## src/rtl/core/mtep_pkg.sv

```systemverilog
//------------------------------------------------------------------------------
// MIDI track event parser package
// Shared word types, status codes, event kinds and result helpers.
//------------------------------------------------------------------------------
`default_nettype none

package mtep_pkg;

  localparam int unsigned TIME_W            = 28;
  localparam int unsigned QUANTITY_BITS_DEF = 28;
  localparam int unsigned HDR_CNT_W         = 3;

  localparam logic [HDR_CNT_W-1:0] HDR_LAST = 3'd7;

  localparam logic [7:0] STATUS_META     = 8'hFF;
  localparam logic [7:0] STATUS_SYSEX    = 8'hF0;
  localparam logic [7:0] STATUS_ESCAPE   = 8'hF7;
  localparam logic [7:0] STATUS_CHAN_LO  = 8'h80;
  localparam logic [7:0] STATUS_CHAN_HI  = 8'hEF;
  localparam logic [7:0] STATUS_NONE     = 8'h00;
  localparam logic [7:0] META_END_TRACK  = 8'h2F;
  localparam logic [3:0] TYPE_PROGRAM    = 4'hC;
  localparam logic [3:0] TYPE_CHAN_PRESS = 4'hD;
  localparam logic [3:0] TYPE_WHEEL      = 4'hE;

  typedef enum logic [3:0] {
    KIND_NOTE_OFF   = 4'd0,
    KIND_NOTE_ON    = 4'd1,
    KIND_KEY_PRESS  = 4'd2,
    KIND_CONTROL    = 4'd3,
    KIND_PROGRAM    = 4'd4,
    KIND_CHAN_PRESS = 4'd5,
    KIND_WHEEL      = 4'd6,
    KIND_META       = 4'd7,
    KIND_SYSEX      = 4'd8,
    KIND_STRAY      = 4'd9
  } event_kind_e;

  typedef enum logic [3:0] {
    PH_STOPPED   = 4'd0,
    PH_HEADER    = 4'd1,
    PH_DELTA     = 4'd2,
    PH_STATUS    = 4'd3,
    PH_META_TYPE = 4'd4,
    PH_META_LEN  = 4'd5,
    PH_SYSEX_LEN = 4'd6,
    PH_PAYLOAD   = 4'd7,
    PH_DATA1     = 4'd8,
    PH_DATA2     = 4'd9
  } phase_e;

  typedef struct packed {
    logic       track_start;
    logic [7:0] data_byte;
  } in_word_t;

  typedef struct packed {
    logic [3:0]        event_kind;
    logic [TIME_W-1:0] delta_time;
    logic [3:0]        channel;
    logic [7:0]        first_data;
    logic [7:0]        second_data;
    logic [14:0]       wheel_value;
    logic [7:0]        meta_type;
    logic [TIME_W-1:0] payload_length;
    logic [7:0]        payload_byte;
    logic              last_of_payload;
    logic              end_of_track;
  } res_t;

  function automatic logic is_one_data(input logic [7:0] status);
    return (status[7:4] == TYPE_PROGRAM) || (status[7:4] == TYPE_CHAN_PRESS);
  endfunction

  function automatic res_t make_chan(input logic [7:0] status, input logic [7:0] d1,
                                     input logic [7:0] d2, input logic [TIME_W-1:0] delta);
    res_t r;
    r                = '0;
    r.event_kind     = {1'b0, status[6:4]};
    r.delta_time     = delta;
    r.channel        = status[3:0];
    r.first_data     = d1;
    if (!is_one_data(status)) begin
      r.second_data = d2;
    end
    if (status[7:4] == TYPE_WHEEL) begin
      r.wheel_value = 15'({d2, 7'b0}) | 15'(d1);
    end
    return r;
  endfunction

endpackage

`default_nettype wire

```

## src/rtl/core/mtep_in_if.sv

```systemverilog
//------------------------------------------------------------------------------
// Input channel
// Valid/ready channel carrying one track byte word.
//------------------------------------------------------------------------------
`default_nettype none

interface mtep_in_if;
  import mtep_pkg::*;

  logic     valid;
  logic     ready;
  in_word_t data;

  modport source (output valid, output data, input ready);
  modport sink   (input valid, input data, output ready);
endinterface

`default_nettype wire

```

## src/rtl/core/mtep_out_if.sv

```systemverilog
//------------------------------------------------------------------------------
// Result channel
// Valid/ready channel carrying one parsed event word.
//------------------------------------------------------------------------------
`default_nettype none

interface mtep_out_if;
  import mtep_pkg::*;

  logic valid;
  logic ready;
  res_t data;

  modport source (output valid, output data, input ready);
  modport sink   (input valid, input data, output ready);
endinterface

`default_nettype wire

```

## src/rtl/core/mtep_in_reg.sv

```systemverilog
//------------------------------------------------------------------------------
// Input register
// Holds one accepted byte word until the parser step takes it.
//------------------------------------------------------------------------------
`default_nettype none

module mtep_in_reg (
  input  wire logic              clk_i,
  input  wire logic              rst_ni,
  input  wire logic              valid_i,
  output logic                   ready_o,
  input  wire mtep_pkg::in_word_t word_i,
  input  wire logic              take_i,
  output logic                   valid_o,
  output mtep_pkg::in_word_t     word_o
);
  import mtep_pkg::*;

  logic     vld_q, vld_d;
  in_word_t word_q;

  assign ready_o = !vld_q || take_i;
  assign vld_d   = (valid_i && ready_o) || (vld_q && !take_i);

  always_ff @(posedge clk_i or negedge rst_ni) begin
    if (!rst_ni) begin
      vld_q <= 1'b0;
    end else begin
      vld_q <= vld_d;
    end
  end

  always_ff @(posedge clk_i) begin
    if (valid_i && ready_o) begin
      word_q <= word_i;
    end
  end

  assign valid_o = vld_q;
  assign word_o  = word_q;

endmodule

`default_nettype wire

```

## src/rtl/core/mtep_step.sv

```systemverilog
//------------------------------------------------------------------------------
// Parser step
// Phase state machine and held fields; decodes one byte per step.
//------------------------------------------------------------------------------
`default_nettype none

module mtep_step #(
  parameter int unsigned QuantityBits = mtep_pkg::QUANTITY_BITS_DEF
) (
  input  wire logic               clk_i,
  input  wire logic               rst_ni,
  input  wire logic               step_i,
  input  wire mtep_pkg::in_word_t word_i,
  output logic                    res_vld_o,
  output mtep_pkg::res_t          res_o
);
  import mtep_pkg::*;

  localparam int unsigned QW = QuantityBits;

  phase_e                 phase_q, phase_d;
  logic [HDR_CNT_W-1:0]   hcnt_q, hcnt_d;
  logic [QW-1:0]          acc_q, acc_d;
  logic [QW-1:0]          delta_q, delta_d;
  logic [7:0]             last_q, last_d;
  logic [7:0]             cur_q, cur_d;
  logic [7:0]             first_q, first_d;
  logic [7:0]             mtype_q, mtype_d;
  logic [QW-1:0]          rem_q, rem_d;

  logic [7:0]    b;
  logic [QW-1:0] acc_next;
  logic [QW-1:0] rem_dec;
  logic          is_meta_b;
  logic          is_sysex_b;
  logic          is_chan_b;
  logic          eot_hit;

  assign b          = word_i.data_byte;
  assign acc_next   = QW'({acc_q, b[6:0]});
  assign rem_dec    = rem_q - QW'(1);
  assign is_meta_b  = (b == STATUS_META);
  assign is_sysex_b = (b == STATUS_SYSEX) || (b == STATUS_ESCAPE);
  assign is_chan_b  = (b >= STATUS_CHAN_LO) && (b <= STATUS_CHAN_HI);
  assign eot_hit    = (cur_q == STATUS_META) && (mtype_q == META_END_TRACK);

  always_comb begin
    phase_d = phase_q;
    hcnt_d  = hcnt_q;
    acc_d   = acc_q;
    delta_d = delta_q;
    last_d  = last_q;
    cur_d   = cur_q;
    first_d = first_q;
    mtype_d = mtype_q;
    rem_d   = rem_q;
    if (word_i.track_start) begin
      phase_d = PH_HEADER;
      hcnt_d  = HDR_CNT_W'(1);
      acc_d   = '0;
      delta_d = '0;
      last_d  = STATUS_NONE;
      cur_d   = STATUS_NONE;
      first_d = '0;
      mtype_d = '0;
      rem_d   = '0;
    end else begin
      unique case (phase_q)
        PH_STOPPED: begin
        end
        PH_HEADER: begin
          if (hcnt_q >= HDR_LAST) begin
            hcnt_d  = '0;
            acc_d   = '0;
            phase_d = PH_DELTA;
          end else begin
            hcnt_d = hcnt_q + HDR_CNT_W'(1);
          end
        end
        PH_DELTA, PH_META_LEN, PH_SYSEX_LEN: begin
          acc_d = acc_next;
          if (!b[7]) begin
            if (phase_q == PH_DELTA) begin
              delta_d = acc_next;
              acc_d   = '0;
              phase_d = PH_STATUS;
            end else begin
              rem_d = acc_next;
              if (acc_next != '0) begin
                phase_d = PH_PAYLOAD;
              end else begin
                acc_d   = '0;
                phase_d = eot_hit ? PH_STOPPED : PH_DELTA;
              end
            end
          end
        end
        PH_STATUS: begin
          priority if (is_meta_b) begin
            cur_d   = b;
            phase_d = PH_META_TYPE;
          end else if (is_sysex_b) begin
            cur_d   = b;
            acc_d   = '0;
            phase_d = PH_SYSEX_LEN;
          end else if (is_chan_b) begin
            cur_d   = b;
            last_d  = b;
            phase_d = PH_DATA1;
          end else if (last_q == STATUS_NONE) begin
            acc_d   = '0;
            phase_d = PH_DELTA;
          end else begin
            cur_d = last_q;
            if (is_one_data(last_q)) begin
              acc_d   = '0;
              phase_d = PH_DELTA;
            end else begin
              first_d = b;
              phase_d = PH_DATA2;
            end
          end
        end
        PH_META_TYPE: begin
          mtype_d = b;
          acc_d   = '0;
          phase_d = PH_META_LEN;
        end
        PH_PAYLOAD: begin
          rem_d = rem_dec;
          if (rem_dec == '0) begin
            acc_d   = '0;
            phase_d = PH_DELTA;
          end
        end
        PH_DATA1: begin
          if (is_one_data(cur_q)) begin
            acc_d   = '0;
            phase_d = PH_DELTA;
          end else begin
            first_d = b;
            phase_d = PH_DATA2;
          end
        end
        PH_DATA2: begin
          acc_d   = '0;
          phase_d = PH_DELTA;
        end
        default: begin
        end
      endcase
    end
  end

  always_comb begin
    logic [TIME_W-1:0] dt;
    logic              meta;
    dt        = TIME_W'(delta_q);
    meta      = (cur_q == STATUS_META);
    res_vld_o = 1'b0;
    res_o     = '0;
    if (!word_i.track_start) begin
      unique case (phase_q)
        PH_DELTA, PH_META_LEN, PH_SYSEX_LEN: begin
          if (!b[7] && (phase_q != PH_DELTA) && (acc_next == '0)) begin
            res_vld_o             = 1'b1;
            res_o.event_kind      = meta ? KIND_META : KIND_SYSEX;
            res_o.delta_time      = dt;
            res_o.meta_type       = meta ? mtype_q : 8'h00;
            res_o.last_of_payload = 1'b1;
            res_o.end_of_track    = eot_hit;
          end
        end
        PH_STATUS: begin
          if (!is_meta_b && !is_sysex_b && !is_chan_b) begin
            if (last_q == STATUS_NONE) begin
              res_vld_o        = 1'b1;
              res_o.event_kind = KIND_STRAY;
              res_o.delta_time = dt;
              res_o.first_data = b;
            end else if (is_one_data(last_q)) begin
              res_vld_o = 1'b1;
              res_o     = make_chan(last_q, b, 8'h00, dt);
            end
          end
        end
        PH_PAYLOAD: begin
          res_vld_o             = 1'b1;
          res_o.event_kind      = meta ? KIND_META : KIND_SYSEX;
          res_o.delta_time      = dt;
          res_o.meta_type       = meta ? mtype_q : 8'h00;
          res_o.payload_length  = TIME_W'(acc_q);
          res_o.payload_byte    = b;
          res_o.last_of_payload = (rem_dec == '0);
        end
        PH_DATA1: begin
          if (is_one_data(cur_q)) begin
            res_vld_o = 1'b1;
            res_o     = make_chan(cur_q, b, 8'h00, dt);
          end
        end
        PH_DATA2: begin
          res_vld_o = 1'b1;
          res_o     = make_chan(cur_q, first_q, b, dt);
        end
        PH_STOPPED, PH_HEADER, PH_META_TYPE: begin
        end
        default: begin
        end
      endcase
    end
  end

  always_ff @(posedge clk_i or negedge rst_ni) begin
    if (!rst_ni) begin
      phase_q <= PH_STOPPED;
      hcnt_q  <= '0;
      acc_q   <= '0;
      delta_q <= '0;
      last_q  <= STATUS_NONE;
      cur_q   <= STATUS_NONE;
      first_q <= '0;
      mtype_q <= '0;
      rem_q   <= '0;
    end else if (step_i) begin
      phase_q <= phase_d;
      hcnt_q  <= hcnt_d;
      acc_q   <= acc_d;
      delta_q <= delta_d;
      last_q  <= last_d;
      cur_q   <= cur_d;
      first_q <= first_d;
      mtype_q <= mtype_d;
      rem_q   <= rem_d;
    end
  end

endmodule

`default_nettype wire

```

## src/rtl/core/mtep_out_reg.sv

```systemverilog
//------------------------------------------------------------------------------
// Result register
// Holds one event word until the downstream side takes it.
//------------------------------------------------------------------------------
`default_nettype none

module mtep_out_reg (
  input  wire logic           clk_i,
  input  wire logic           rst_ni,
  input  wire logic           load_i,
  input  wire mtep_pkg::res_t res_i,
  output logic                free_o,
  output logic                valid_o,
  input  wire logic           ready_i,
  output mtep_pkg::res_t      res_o
);
  import mtep_pkg::*;

  logic vld_q, vld_d;
  res_t res_q;

  assign free_o = !vld_q || ready_i;
  assign vld_d  = load_i || (vld_q && !ready_i);

  always_ff @(posedge clk_i or negedge rst_ni) begin
    if (!rst_ni) begin
      vld_q <= 1'b0;
    end else begin
      vld_q <= vld_d;
    end
  end

  always_ff @(posedge clk_i) begin
    if (load_i) begin
      res_q <= res_i;
    end
  end

  assign valid_o = vld_q;
  assign res_o   = res_q;

endmodule

`default_nettype wire

```

## src/rtl/core/midi_track_event_parser.sv

```systemverilog
//------------------------------------------------------------------------------
// MIDI track event parser
// An event word enters the result register as its last byte is stepped.
// Throughput: 1 byte per cycle; the phase state machine updates once per byte.
// A held event word stalls the parser step, and with it the input register.
// Reset (rst_ni low, asynchronous): parser stopped until a track start, both
// registers empty, running status cleared.
//------------------------------------------------------------------------------
`default_nettype none

module midi_track_event_parser #(
  parameter int unsigned QuantityBits = mtep_pkg::QUANTITY_BITS_DEF
) (
  input  wire logic   clk_i,
  input  wire logic   rst_ni,
  mtep_in_if.sink     in_i,
  mtep_out_if.source  out_o
);
  import mtep_pkg::*;

  logic     word_vld;
  in_word_t word;
  logic     slot_free;
  logic     step;
  logic     res_vld;
  res_t     res;

  assign step = word_vld && slot_free;

  mtep_in_reg u_in_reg (
    .clk_i   (clk_i),
    .rst_ni  (rst_ni),
    .valid_i (in_i.valid),
    .ready_o (in_i.ready),
    .word_i  (in_i.data),
    .take_i  (step),
    .valid_o (word_vld),
    .word_o  (word)
  );

  mtep_step #(
    .QuantityBits (QuantityBits)
  ) u_step (
    .clk_i     (clk_i),
    .rst_ni    (rst_ni),
    .step_i    (step),
    .word_i    (word),
    .res_vld_o (res_vld),
    .res_o     (res)
  );

  mtep_out_reg u_out_reg (
    .clk_i   (clk_i),
    .rst_ni  (rst_ni),
    .load_i  (step && res_vld),
    .res_i   (res),
    .free_o  (slot_free),
    .valid_o (out_o.valid),
    .ready_i (out_o.ready),
    .res_o   (out_o.data)
  );

endmodule

`default_nettype wire

```

## src/flat_wrapper.sv

```systemverilog
// flat-port wrapper written by rule: the top's interface ports become plain ports
module midi_track_event_parser_flat import mtep_pkg::*;
#(
  parameter int unsigned QuantityBits = mtep_pkg::QUANTITY_BITS_DEF
)
  (clk_i, rst_ni, in_i_valid, in_i_data, in_i_ready, out_o_valid, out_o_data, out_o_ready);
  mtep_in_if in_i_i ();
  mtep_out_if out_o_i ();
  input  wire logic clk_i;
  input  wire logic rst_ni;
  input wire logic [$bits(in_i_i.valid)-1:0] in_i_valid;
  input wire logic [$bits(in_i_i.data)-1:0] in_i_data;
  output wire logic [$bits(in_i_i.ready)-1:0] in_i_ready;
  output wire logic [$bits(out_o_i.valid)-1:0] out_o_valid;
  output wire logic [$bits(out_o_i.data)-1:0] out_o_data;
  input wire logic [$bits(out_o_i.ready)-1:0] out_o_ready;
  assign in_i_i.valid = in_i_valid;
  assign in_i_i.data = in_i_data;
  assign in_i_ready = in_i_i.ready;
  assign out_o_valid = out_o_i.valid;
  assign out_o_data = out_o_i.data;
  assign out_o_i.ready = out_o_ready;
  midi_track_event_parser #(.QuantityBits(QuantityBits)) u_core (.clk_i(clk_i), .rst_ni(rst_ni), .in_i(in_i_i), .out_o(out_o_i));
endmodule
```

## config.mk

```make
export PLATFORM = sky130hd
export DESIGN_NAME = midi_track_event_parser_flat
export DESIGN_NICKNAME = d
export VERILOG_FILES = /design/src/rtl/core/mtep_pkg.sv /design/src/rtl/core/mtep_in_if.sv /design/src/rtl/core/mtep_out_if.sv /design/src/rtl/core/mtep_in_reg.sv /design/src/rtl/core/mtep_step.sv /design/src/rtl/core/mtep_out_reg.sv /design/src/rtl/core/midi_track_event_parser.sv /design/src/flat_wrapper.sv
export SDC_FILE = /design/constraint.sdc
export NUM_CORES = 1
export LEC_CHECK = 0
export BUFFER_PORTS_ARGS = -buffer_cell sky130_fd_sc_hd__buf_2
export CAP_MARGIN = 20
export CORE_ASPECT_RATIO = 1.4
export CORE_MARGIN = 2
export CORE_UTILIZATION = 35
export DETAILED_ROUTE_END_ITERATION = 6
export SYNTH_ARGS = -nofsm -noshare
export SYNTH_HDL_FRONTEND = slang
export SYNTH_SLANG_ARGS = --single-unit
```

## constraint.sdc

```tcl
create_clock -name clk_i -period 16.4 [get_ports clk_i]
set_input_delay 3.28 -clock clk_i [delete_from_list [all_inputs] [get_ports clk_i]]
set_output_delay 3.28 -clock clk_i [all_outputs]
set_load 0.05 [all_outputs]
```

==> results.md, run 1 <==
* Status: finished clean
* Critical path capture point type: output pin
* GRT overflow at 0
* Area of the mapped netlist at 0.0113 mm^2
* Tightest Pin Transition at roughly 1.1 ns
* RePlAce Congestion at 0.957
* R2R depth at 8
* CTS tree: built
* Syn_area_per_cell at ~10 um^2
* Leak Pwr at 5.06 nW
* Die Area at 0.0337 mm^2
* Hold wc startpoint: u_core.u_step.delta_q[15]
* Setup_tns at 0 ns
* R2R Setup Slk at 11.85 ns
* VDD IR max at 0.0000627 V
* Cell variety after synth at 74
* Most frequent cell after synthesis: nor2_1
* Largest net degree at the start of global routing at between 60 and 70
* Num CTS Buffers at 24
* Final HPWL DP at 20.4 mm
* Total Wirelength at 30.4 mm
* Die X at 156 um
* First drt pass iteration count at 5
* CTS Hold Buffers Added at 0
* Clk slew on worst S/H paths at 0.06 ns
* Fin crit share at 0.440
* Slew Limit Headroom at 0.293
* Dominant cell type by area after synthesis: edfxtp_1
* Final Core Density at 0.412
* Share of cells above drive strength 1 at 0.176
* Layout area overhead at 15.5%
* CTS sink count at about 250
* Fillers at 3,037
* Max H-tree Level at 1
* Routed WL per cell at 19.1 um
* Worst R2R Start: u_core.u_in_reg.word_o[0]
* Final setup viols at 0
* Sw Share at 0.289
* Maximum clock rate at between 100 and 150 MHz
* Clock Latency Late Sink at between 0.5 and 0.6 ns
* Port Buffer Count at 127
* Worst Setup SP: out_o_ready
* Clk pwr share at 0.366
* CP Launch Type: input pin
* Hold WS at 0.468 ns
* Worst Path Arrival at about 3.9 ns
* Number of global-route vias before repair at 8,484
* Starting Density at 0.356
* Setup bufs post-CTS at 0
* Die Height at 217 um
* Top_reg_cell synth: dfrtp_1
* Met3 wire len at 1.45 mm
* Type of the tightest min-delay check: flop to flop
* PD cells at 117 mW/mm^2
* Synth top area share at 0.325
* Longest Clk Path Bufs at 3
* Reg-to-Reg End: u_core.u_out_reg.res_o[37]
* Final slew viol count at 0
* Post-CTS Resized at 0
* Synth cell count leaders: nor2_1 (136), o21ai_0 (127), dfrtp_1 (125), edfxtp_1 (122), nand2_1 (102)
* Initial DRC Count at 831
* Metal2 WL at approximately 15 mm
* Warning count from the yosys run at 0
* Sequential-to-total area share from yosys stat at 0.602
* CP endpoint: in_i_ready
* Rows at 77
* Antenna Nets Post-Route at 0
* Async SR Flop Fraction at 0.506
* Synth top area cells: edfxtp_1 (32%), dfrtp_1 (28%), o21ai_0 (5.6%)
* Net Switching at 0.442 mW
* Worst EP required at 13.12 ns
* GRT Total Usage at 0.183
* Fin crit period at roughly 7 ns
* Register area at between 0.006 and 0.007 mm^2
* Unrepaired setup endpoints after global routing: false
* Max layer used: met4
* Clock skew at 0.0192 ns
* I/O pin count at 128
* EDFF count, synth at 122
* Combinational power share at 0.150
* Nets at about 1,200
* Cell count after synthesis at 1,085
* Final hold vios at 0
* Initial antenna violation count at 0
* Worst-path fanout max at 4
* Multi-input logic area at 0.00409 mm^2
* Seq cells post-synth at 247
* Core ar. at 0.0317 mm^2
* Post-synthesis net count at 1,102
* Antenna diodes at 0
* First-pass GRT wire length at 48.9 mm
* Max-cap violations at 0
* Met1 WL at between 10 and 15 mm
* Internal power at 1.09 mW
* Flop pwr share at 0.484
* Clock Tree Root: clkbuf_16
* Crit path kind: input pin to output pin
* Via count at 8,736
* DRC at 0
* Via/cell ratio at 5.47
critical path, stage by stage:
cell and delay [ns]:
buf_2 0.09, nor2b_1 0.22, nand2_1 0.12, buf_2 0.22
final cells by class:
class / count / share of cell area
tap: 395 / 0.0379
inverter: 41 / 0.0118
multi-input combinational: 731 / 0.313
sequential: 247 / 0.521
clock inverter: 11 / 0.00835
timing repair buffer: 138 / 0.0553
clock buffer: 33 / 0.0526
worst min-delay path by stage:
stage | cells after the start | slack (ns) | end
final | 2 | 0.47 | u_core.u_step.delta_q[15]
after global placement | 2 | 0.45 | u_core.u_step.delta_q[16]
after detailed placement | 2 | 0.46 | u_core.u_step.delta_q[15]
after floorplan | 2 | 0.44 | u_core.u_step.delta_q[14]
after global routing | 2 | 0.49 | u_core.u_step.delta_q[20]
after CTS | 2 | 0.47 | u_core.u_step.delta_q[15]
flip-flops by register name, summed over array words and instances, names as in the netlist:
register and count:
u_core.u_step.cur_q 8, u_core.u_step.first_q 8, u_core.u_step.last_q 8, u_core.u_step.rem_q 28
u_core.u_step.delta_q 28, u_core.u_step.hcnt_q 3, u_core.u_out_reg.res_o 113, u_core.u_step.phase_q 4
u_core.u_in_reg.valid_o 1, u_core.u_step.mtype_q 8, u_core.u_in_reg.word_o 9, u_core.u_out_reg.valid_o 1
u_core.u_step.acc_q 28
metal layers:
metal,up-vias,track usage
met2,288,0.316
met1,4268,0.237
met4,0,0.0651
li1,4122,-
met3,58,0.0212
met5,-,0
through the flow:
step | setup WS (ns) | cell area [um^2] | instances | total power, mW
final | 9.19 | 13000 | 1596 | 1.53
after global placement | 9.21 | 12200 | 1552 | 0.972
after floorplan | 4.49 | 11300 | 1085 | 0.905
after detailed placement | 9.20 | 12200 | 1552 | 0.977
after CTS | 9.19 | 13000 | 1596 | 1.54
after global routing | 9.11 | 13000 | 1596 | 1.60
power by group through the flow:
| stage | clock (mW) | combinational [mW] | sequential (mW) |
|---|---|---|---|
| floorplan | 0 | 0.169 | 0.736 |
| global placement | 0 | 0.223 | 0.749 |
| detailed placement | 0 | 0.227 | 0.750 |
| CTS | 0.572 | 0.228 | 0.738 |
| global route | 0.598 | 0.256 | 0.745 |
| finish | 0.560 | 0.229 | 0.739 |
cells in the final DEF (no fill, tap or decap), types with 14 or more instances in the layout:
| cell type | count |
|---|---|
| a21oi_1 | 48 |
| a22oi_1 | 34 |
| a32oi_1 | 14 |
| and2_1 | 46 |
| buf_2 | 126 |
| clkbuf_16 | 25 |
| dfrtp_1 | 125 |
| edfxtp_1 | 122 |
| inv_1 | 40 |
| mux2_2 | 17 |
| nand2_1 | 102 |
| nor2_1 | 136 |
| nor3_1 | 35 |
| nor4_1 | 22 |
| o21ai_0 | 126 |
kinds of logic (layout without fill, tap and decap cells):
group | Yosys count | after routing | synth area share
buffers and inverters | 107 | 223 | 0.0373
AOI/OAI and AO/OA | 284 | 284 | 0.153
xor gates and xnor gates | 3 | 3 | 0.00233
muxes | 18 | 18 | 0.0178
and+or+nand+nor | 421 | 421 | 0.182
adders and majority gates | 5 | 5 | 0.00532
DFF | 247 | 247 | 0.602
(Power assumes the default switching activity.)
==> inputs of run 2 (changes only) <==
==> constraint.sdc (replaced) <==
create_clock -name clk_i -period 6.5 [get_ports clk_i]
set_input_delay 1.3 -clock clk_i [delete_from_list [all_inputs] [get_ports clk_i]]
set_output_delay 1.3 -clock clk_i [all_outputs]
set_load 0.05 [all_outputs]
==> run 2 against run 1 <==
- combinational power rose to 2.6 times the previous value
- core utilization up 0.079 points
- worst setup slack worse by 6.4 ns
- count of clock-buffer cells in the layout up 3
- critical path depth up 3
- largest cell class unchanged
==> results.md, run 2 (synthesized netlist as in run 1, its figures left out) <==
* Fillers at 3,041
* Leak Pwr at 5.06 nW
* CTS tree: built
* Buf/Inv on CP at 1
* Rows at 77
* Die X at approximately 160 um
* Internal power at 2.71 mW
* Port Buffer Count at 127
* Via count at 8,801
* First drt pass iteration count at 6
* Most common cell after layout, fill and taps aside: nor2_1
* Critical path capture point type: flop
* Crit path max-delay family: simple AND/OR/NAND/NOR gates
* RePlAce Congestion at between 0.9 and 1
* PD cells at roughly 290 mW/mm^2
* Pre-CTS setup slack at 2.79 ns
* Fin crit share at 0.564
* Final WS setup at 2.83 ns
* Post-CTS Resized at 0
* I/O pin count at 128
* Max H-tree Level at 1
* Final Core Density at 0.412
* Crit path cell chain: nor4_1, nand3_1, nor2_1, a31o_2, nor3_1, nor3_4, buf_12
* Final slew viol count at 0
* DRC at 0
* Clock skew at 0.0220 ns
* Final hold vios at 0
* Number of global-route vias before repair at around 8,400
* Total Wirelength at 31.1 mm
* Final setup viols at 0
* Post-Place Cell Area at ~0.012 mm^2
* Core ar. at 0.0317 mm^2
* Max-cap violations at 0
* Tightest Pin Transition at just under 1 ns
* Slew Limit Headroom at 0.353
* Starting Density at 0.356
* Fin crit period at 3.67 ns
* Sw Share at 0.296
* Status: finished clean
* Largest register FFs at approximately 110
* Unrepaired setup endpoints after global routing: false
* Longest Clk Path Bufs at 3
* Clk pwr share at 0.363
* Slowest CP cell: nor4_1
* Final HPWL DP at 21.2 mm
* Clk slew on worst S/H paths at 0.06 ns
* Clock Latency Late Sink at between 0.5 and 0.6 ns
* VDD IR max at 0.000165 V
* Crit path kind: flop to flop
* Num CTS Buffers at 25
* GRT overflow at 0
* Largest net degree at the start of global routing at around 110
* Layout area overhead at 15.8%
* Antenna Nets Post-Route at 0
* GRT Total Usage at 0.183
* Type of the tightest min-delay check: flop to flop
* Maximum clock rate at 273 MHz
* Flop pwr share at 0.485
* Commonest cells after routing, fill and taps aside: nor2_1 (136), o21ai_0 (126), buf_2 (126)
* Antenna diodes at 0
* CTS sink count at 247
* Share of cells above drive strength 1 at 0.176
* Routed WL per cell at around 19 um
* Initial DRC Count at 710
* Worst EP required at 6.66 ns
* First-pass GRT wire length at 48.3 mm
* Max incr delay on CP at 0.89 ns
* Via/cell ratio at 5.51
* CP Launch Type: flop
* Setup bufs post-CTS at 0
* Die Height at 217 um
* Worst-path fanout max at 112
* Tot Pwr at 3.85 mW
* Setup_tns at 0 ns
* Net Switching at approximately 1.1 mW
* Final Instance Area at 0.0131 mm^2
* Die Area at 0.0337 mm^2
* CTS Hold Buffers Added at 0
* Worst Path Arrival at ~3.8 ns
* Nets at 1,201
* Combinational power share at 0.152
* Clock Tree Root: clkbuf_16
* Initial antenna violation count at 0
==> run 2: cell count changes in the layout (fill, tap and decap cells not counted), sizes merged <==
| cell | delta |
|---|---|
| clkinv | -1 |
| clkbuf | +3 |
| bufinv | -1 |
==> run 2: final timing paths <==
kind                                           start                         end  slack (ns)  cells after the start
max                        u_core.u_in_reg.word_o[1]  u_core.u_out_reg.res_o[37]        2.83                      7
max in group asynchronous                     rst_ni      u_core.u_step.rem_q[9]        4.66                      2
min reg2reg                u_core.u_step.delta_q[17]   u_core.u_step.delta_q[17]        0.46                      2
min in group asynchronous                     rst_ni   u_core.u_step.delta_q[24]        0.77                      1
max reg2reg                u_core.u_in_reg.word_o[1]  u_core.u_out_reg.res_o[37]        2.83                      7
min                        u_core.u_step.delta_q[17]   u_core.u_step.delta_q[17]        0.46                      2
==> run 2: final cells by class <==
cell class | count | area (um^2) | share of cell area
Tap cell | 395 | 494 | 0.0378
Timing Repair Buffer | 138 | 753 | 0.0576
Clock inverter | 9 | 83.8 | 0.00641
Sequential cell | 247 | 6790 | 0.520
Multi-Input combinational cell | 731 | 4100 | 0.313
Inverter | 41 | 154 | 0.0118
Clock buffer | 36 | 697 | 0.0533
==> run 2: per-layer routing <==
layer / up-vias / part of all wire / global-route usage / wire length (um)
met2: 303 / 0.50 / 0.313 / 15500
met3: 71 / 0.048 / 0.0216 / 1480
met4: 0 / 0.041 / 0.0829 / 1270
met5: - / 0 / 0 / 0
met1: 4300 / 0.41 / 0.231 / 12800
li1: 4127 / - / - / -
==> run 2: power groups by stage <==
| stage | sequential [mW] | combinational (mW) | clock [mW] |
|---|---|---|---|
| global placement | 1.89 | 0.571 | 0 |
| global route | 1.88 | 0.641 | 1.49 |
| CTS | 1.86 | 0.579 | 1.43 |
| floorplan | 1.86 | 0.427 | 0 |
| finish | 1.87 | 0.584 | 1.40 |
| detailed placement | 1.89 | 0.576 | 0 |
==> run 2: worst register-to-register path, delay by kind of cell (launching register included) <==
| kind | cells | cell delay (ns) |
|---|---|---|
| AND/OR/NAND/NOR | 5 | 1.84 |
| AO/OA/AOI/OAI | 1 | 0.27 |
| flip-flops | 1 | 0.60 |
| buffers and inverters | 1 | 0.48 |
==> run 2: stage by stage <==
step                hold WS, ns  std cells
floorplan                 0.440       1085
global placement          0.453       1551
detailed placement        0.458       1551
CTS                       0.471       1596
global route              0.497       1597
finish                    0.465       1597
==> inputs of run 3 (changes only) <==
--- a/config.mk
+++ b/config.mk
@@ -5,6 +5,7 @@
 export SDC_FILE = /design/constraint.sdc
 export NUM_CORES = 1
 export LEC_CHECK = 0
+export ABC_AREA = 1
 export BUFFER_PORTS_ARGS = -buffer_cell sky130_fd_sc_hd__buf_2
 export CAP_MARGIN = 20
 export CORE_ASPECT_RATIO = 1.4
==> constraint.sdc (replaced) <==
create_clock -name clk_i -period 3.85 [get_ports clk_i]
set_input_delay 0.77 -clock clk_i [delete_from_list [all_inputs] [get_ports clk_i]]
set_output_delay 0.77 -clock clk_i [all_outputs]
set_load 0.05 [all_outputs]
==> run 3 against run 2 <==
- clock power is 67% higher
- final area is 0.84% higher
- clock skew is 0.0047 ns lower
- non-clock buffer count is 5 higher
- wire length is 2.6% lower
- core utilization is 0.35 points higher
- sequential power is 77% higher
- global-route usage is 0.26 points lower
- combinational power grew to 4.1 times the previous value
==> results.md, run 3 <==
* Status: finished clean
* Type of the tightest min-delay check: input pin to asynchronous set/reset pin
* Area of the mapped netlist at ~0.011 mm^2
* Max-cap violations at 0
* Post-Place Cell Area at 0.0124 mm^2
* Post-placement cell count at 1,778
* PD cells at between 600 and 700 mW/mm^2
* I/O pin count at between 100 and 150
* CTS Hold Buffers Added at 0
* Most frequent cell after synthesis: nand2_1
* Fin crit share at 0.877
* Most common cell after layout, fill and taps aside: nand2_1
* Largest register FFs at 113
* Largest net degree at the start of global routing at 67
* Async SR Flop Fraction at 0.506
* Syn_area_per_cell at about 8.8 um^2
* Initial DRC Count at 682
* Antenna Nets Post-Route at 0
* Seq cells post-synth at between 200 and 250
* Starting Density at 0.357
* Total Wirelength at 30.3 mm
* Post-Layout Cell Count at around 1,800
* Synth top area share at 0.323
* CTS tree: built
* Setup bufs post-CTS at 0
* Critical path capture point type: flop
* CTS sink count at 247
* Initial antenna violation count at 0
* GRT Total Usage at 0.180
* Sequential-to-total area share from yosys stat at 0.600
* Die X at 156 um
* Synth top area cells: edfxtp_1 (32%), dfrtp_1 (28%), nand2_1 (10%)
* Worst Path Arrival at 3.57 ns
* Core ar. at 0.0317 mm^2
* DRC at 0
* Via/cell ratio at between 5 and 6
* Slew Limit Headroom at 0.346
* Longest Clk Path Bufs at 3
* Share of cells above drive strength 1 at 0.144
* Clk slew on worst S/H paths at 0.07 ns
* Crit path kind: flop to flop
* Final hold vios at 0
* Die Height at between 200 and 250 um
* EDFF count, synth at around 120
* Cell variety after synth at 37
* Fillers at 3,128
* Port Buffer Count at roughly 130
* Final Instance Area at 0.0132 mm^2
* Final HPWL DP at about 21 mm
* RePlAce Congestion at 0.948
* Setup_tns at 0 ns
* Clock skew at 0.0173 ns
* Antenna diodes at 0
* Worst-path fanout max at 27
* Max H-tree Level at 1
* Clock Latency Late Sink at 0.53 ns
* Dominant cell type by area after synthesis: edfxtp_1
* Fin crit period at 3.38 ns
* Number of global-route vias before repair at 8,978
* Unrepaired setup endpoints after global routing: false
* Layout area overhead at 16.3%
* Synth cell count leaders: nand2_1 (313), nor2_1 (220), inv_1 (133), dfrtp_1 (125), edfxtp_1 (122)
* Num CTS Buffers at 24
* First drt pass iteration count at 5
* Post-CTS Resized at 0
* Post-synthesis net count at 1,300
* Worst EP required at about 4 ns
* Maximum clock rate at 296 MHz
* Via count at 9,112
* First-pass GRT wire length at 48.5 mm
* Die Area at 0.0338 mm^2
* Final setup viols at 0
* CP Launch Type: flop
* Cell count after synthesis at about 1,300
* Routed WL per cell at 16.6 um
* Clock Tree Root: clkbuf_16
* Nets at 1,426
* Leak Pwr at between 5 and 6 nW
* GRT overflow at 0
* Tightest Pin Transition at a little under 1 ns
* VDD IR max at ~0.00032 V
* Warning count from the yosys run at 0
* R2R depth at 12
* Top_reg_cell synth: dfrtp_1
* Commonest cells after routing, fill and taps aside: nand2_1 (313), nor2_1 (220), inv_1 (132)
* Final slew viol count at 0
* Rows at 77
==> run 3: cell types whose count changed after synthesis, sizes merged, moves of 14 or more <==
cell,delta
and2,-46
o21ai,-15
nor3,-22
mux2,-17
nand2,+217
nor4,-24
a21oi,-19
a32oi,-14
nor2,+91
clkbuf,-23
inv,+101
a22oi,-28
nand3,+68
==> run 3: critical path: stages (launching register included) <==
cell and delay, ns:
edfxtp_1 0.51, inv_2 0.12, nand4_1 0.20, nor3_1 0.24, nand3_1 0.14, inv_1 0.11
nand4_1 0.15, nand2_1 0.23, inv_2 0.13, nand3_1 0.14, nand3_1 0.19, clkinvlp_4 0.42
buf_4 0.42
==> run 3: layout make-up <==
| type | instances | area [um^2] | area share |
|---|---|---|---|
| Clock buffer | 34 | 669 | 0.0508 |
| Clock inverter | 10 | 109 | 0.00826 |
| Sequential cell | 247 | 6790 | 0.515 |
| Timing Repair Buffer | 143 | 783 | 0.0594 |
| Tap cell | 395 | 494 | 0.0375 |
| Inverter | 144 | 544 | 0.0413 |
| Multi-Input combinational cell | 849 | 3790 | 0.287 |
==> run 3: stage by stage <==
| step | hold slack [ns] | worst slack (ns) | util | power (mW) |
|---|---|---|---|---|
| 3_5_place_dp | 0.461 | 0.434 | 0.391 | 5.71 |
| 3_3_place_gp | 0.466 | 0.530 | 0.391 | 5.68 |
| 4_1_cts | 0.395 | 0.420 | 0.416 | 8.06 |
| 2_1_floorplan | 0.442 | 0.353 | - | 5.08 |
| 5_1_grt | 0.405 | 0.212 | 0.416 | 8.55 |
| 6_report | 0.373 | 0.474 | 0.416 | 8.04 |
==> run 3: worst paths after layout <==
check,slack (ns),startpoint,endpoint
min,0.37,rst_ni,u_core.u_step.rem_q[20]
min reg2reg,0.47,u_core.u_step.acc_q[26],u_core.u_step.acc_q[26]
max,0.47,u_core.u_in_reg.word_o[3],u_core.u_out_reg.res_o[77]
max in group asynchronous,2.62,rst_ni,u_core.u_step.mtype_q[7]
min in group clk_i,0.42,in_i_data[6],u_core.u_in_reg.word_o[6]
max reg2reg,0.47,u_core.u_in_reg.word_o[3],u_core.u_out_reg.res_o[77]
==> run 3: power breakdown <==
group / leakage, nW / internal [mW] / switching (mW) / total, mW
logic: 2.57 / 0.674 / 1.72 / 2.39
clock network: 0.379 / 1.35 / 0.988 / 2.34
registers: 2.99 / 3.06 / 0.248 / 3.31
==> run 3: metal layers <==
metal	track usage	wire length [um]	share of wire	vias to the layer above
met5	0	0	0	-
met4	0.0630	888	0.029	0
met2	0.303	14600	0.48	305
li1	-	-	-	4446
met1	0.239	13200	0.43	4306
met3	0.0241	1590	0.053	55
==> run 3: logic make-up (layout without fill, tap and decap cells) <==
logic type      count (synthesis)  after routing  share of synthesized area
compound gates                178            178                     0.0848
xor+xnor                        3              3                    0.00232
fa+ha+maj                       4              4                    0.00442
buf+inv                       187            331                     0.0661
flops                         247            247                      0.600
simple gates                  664            664                      0.243
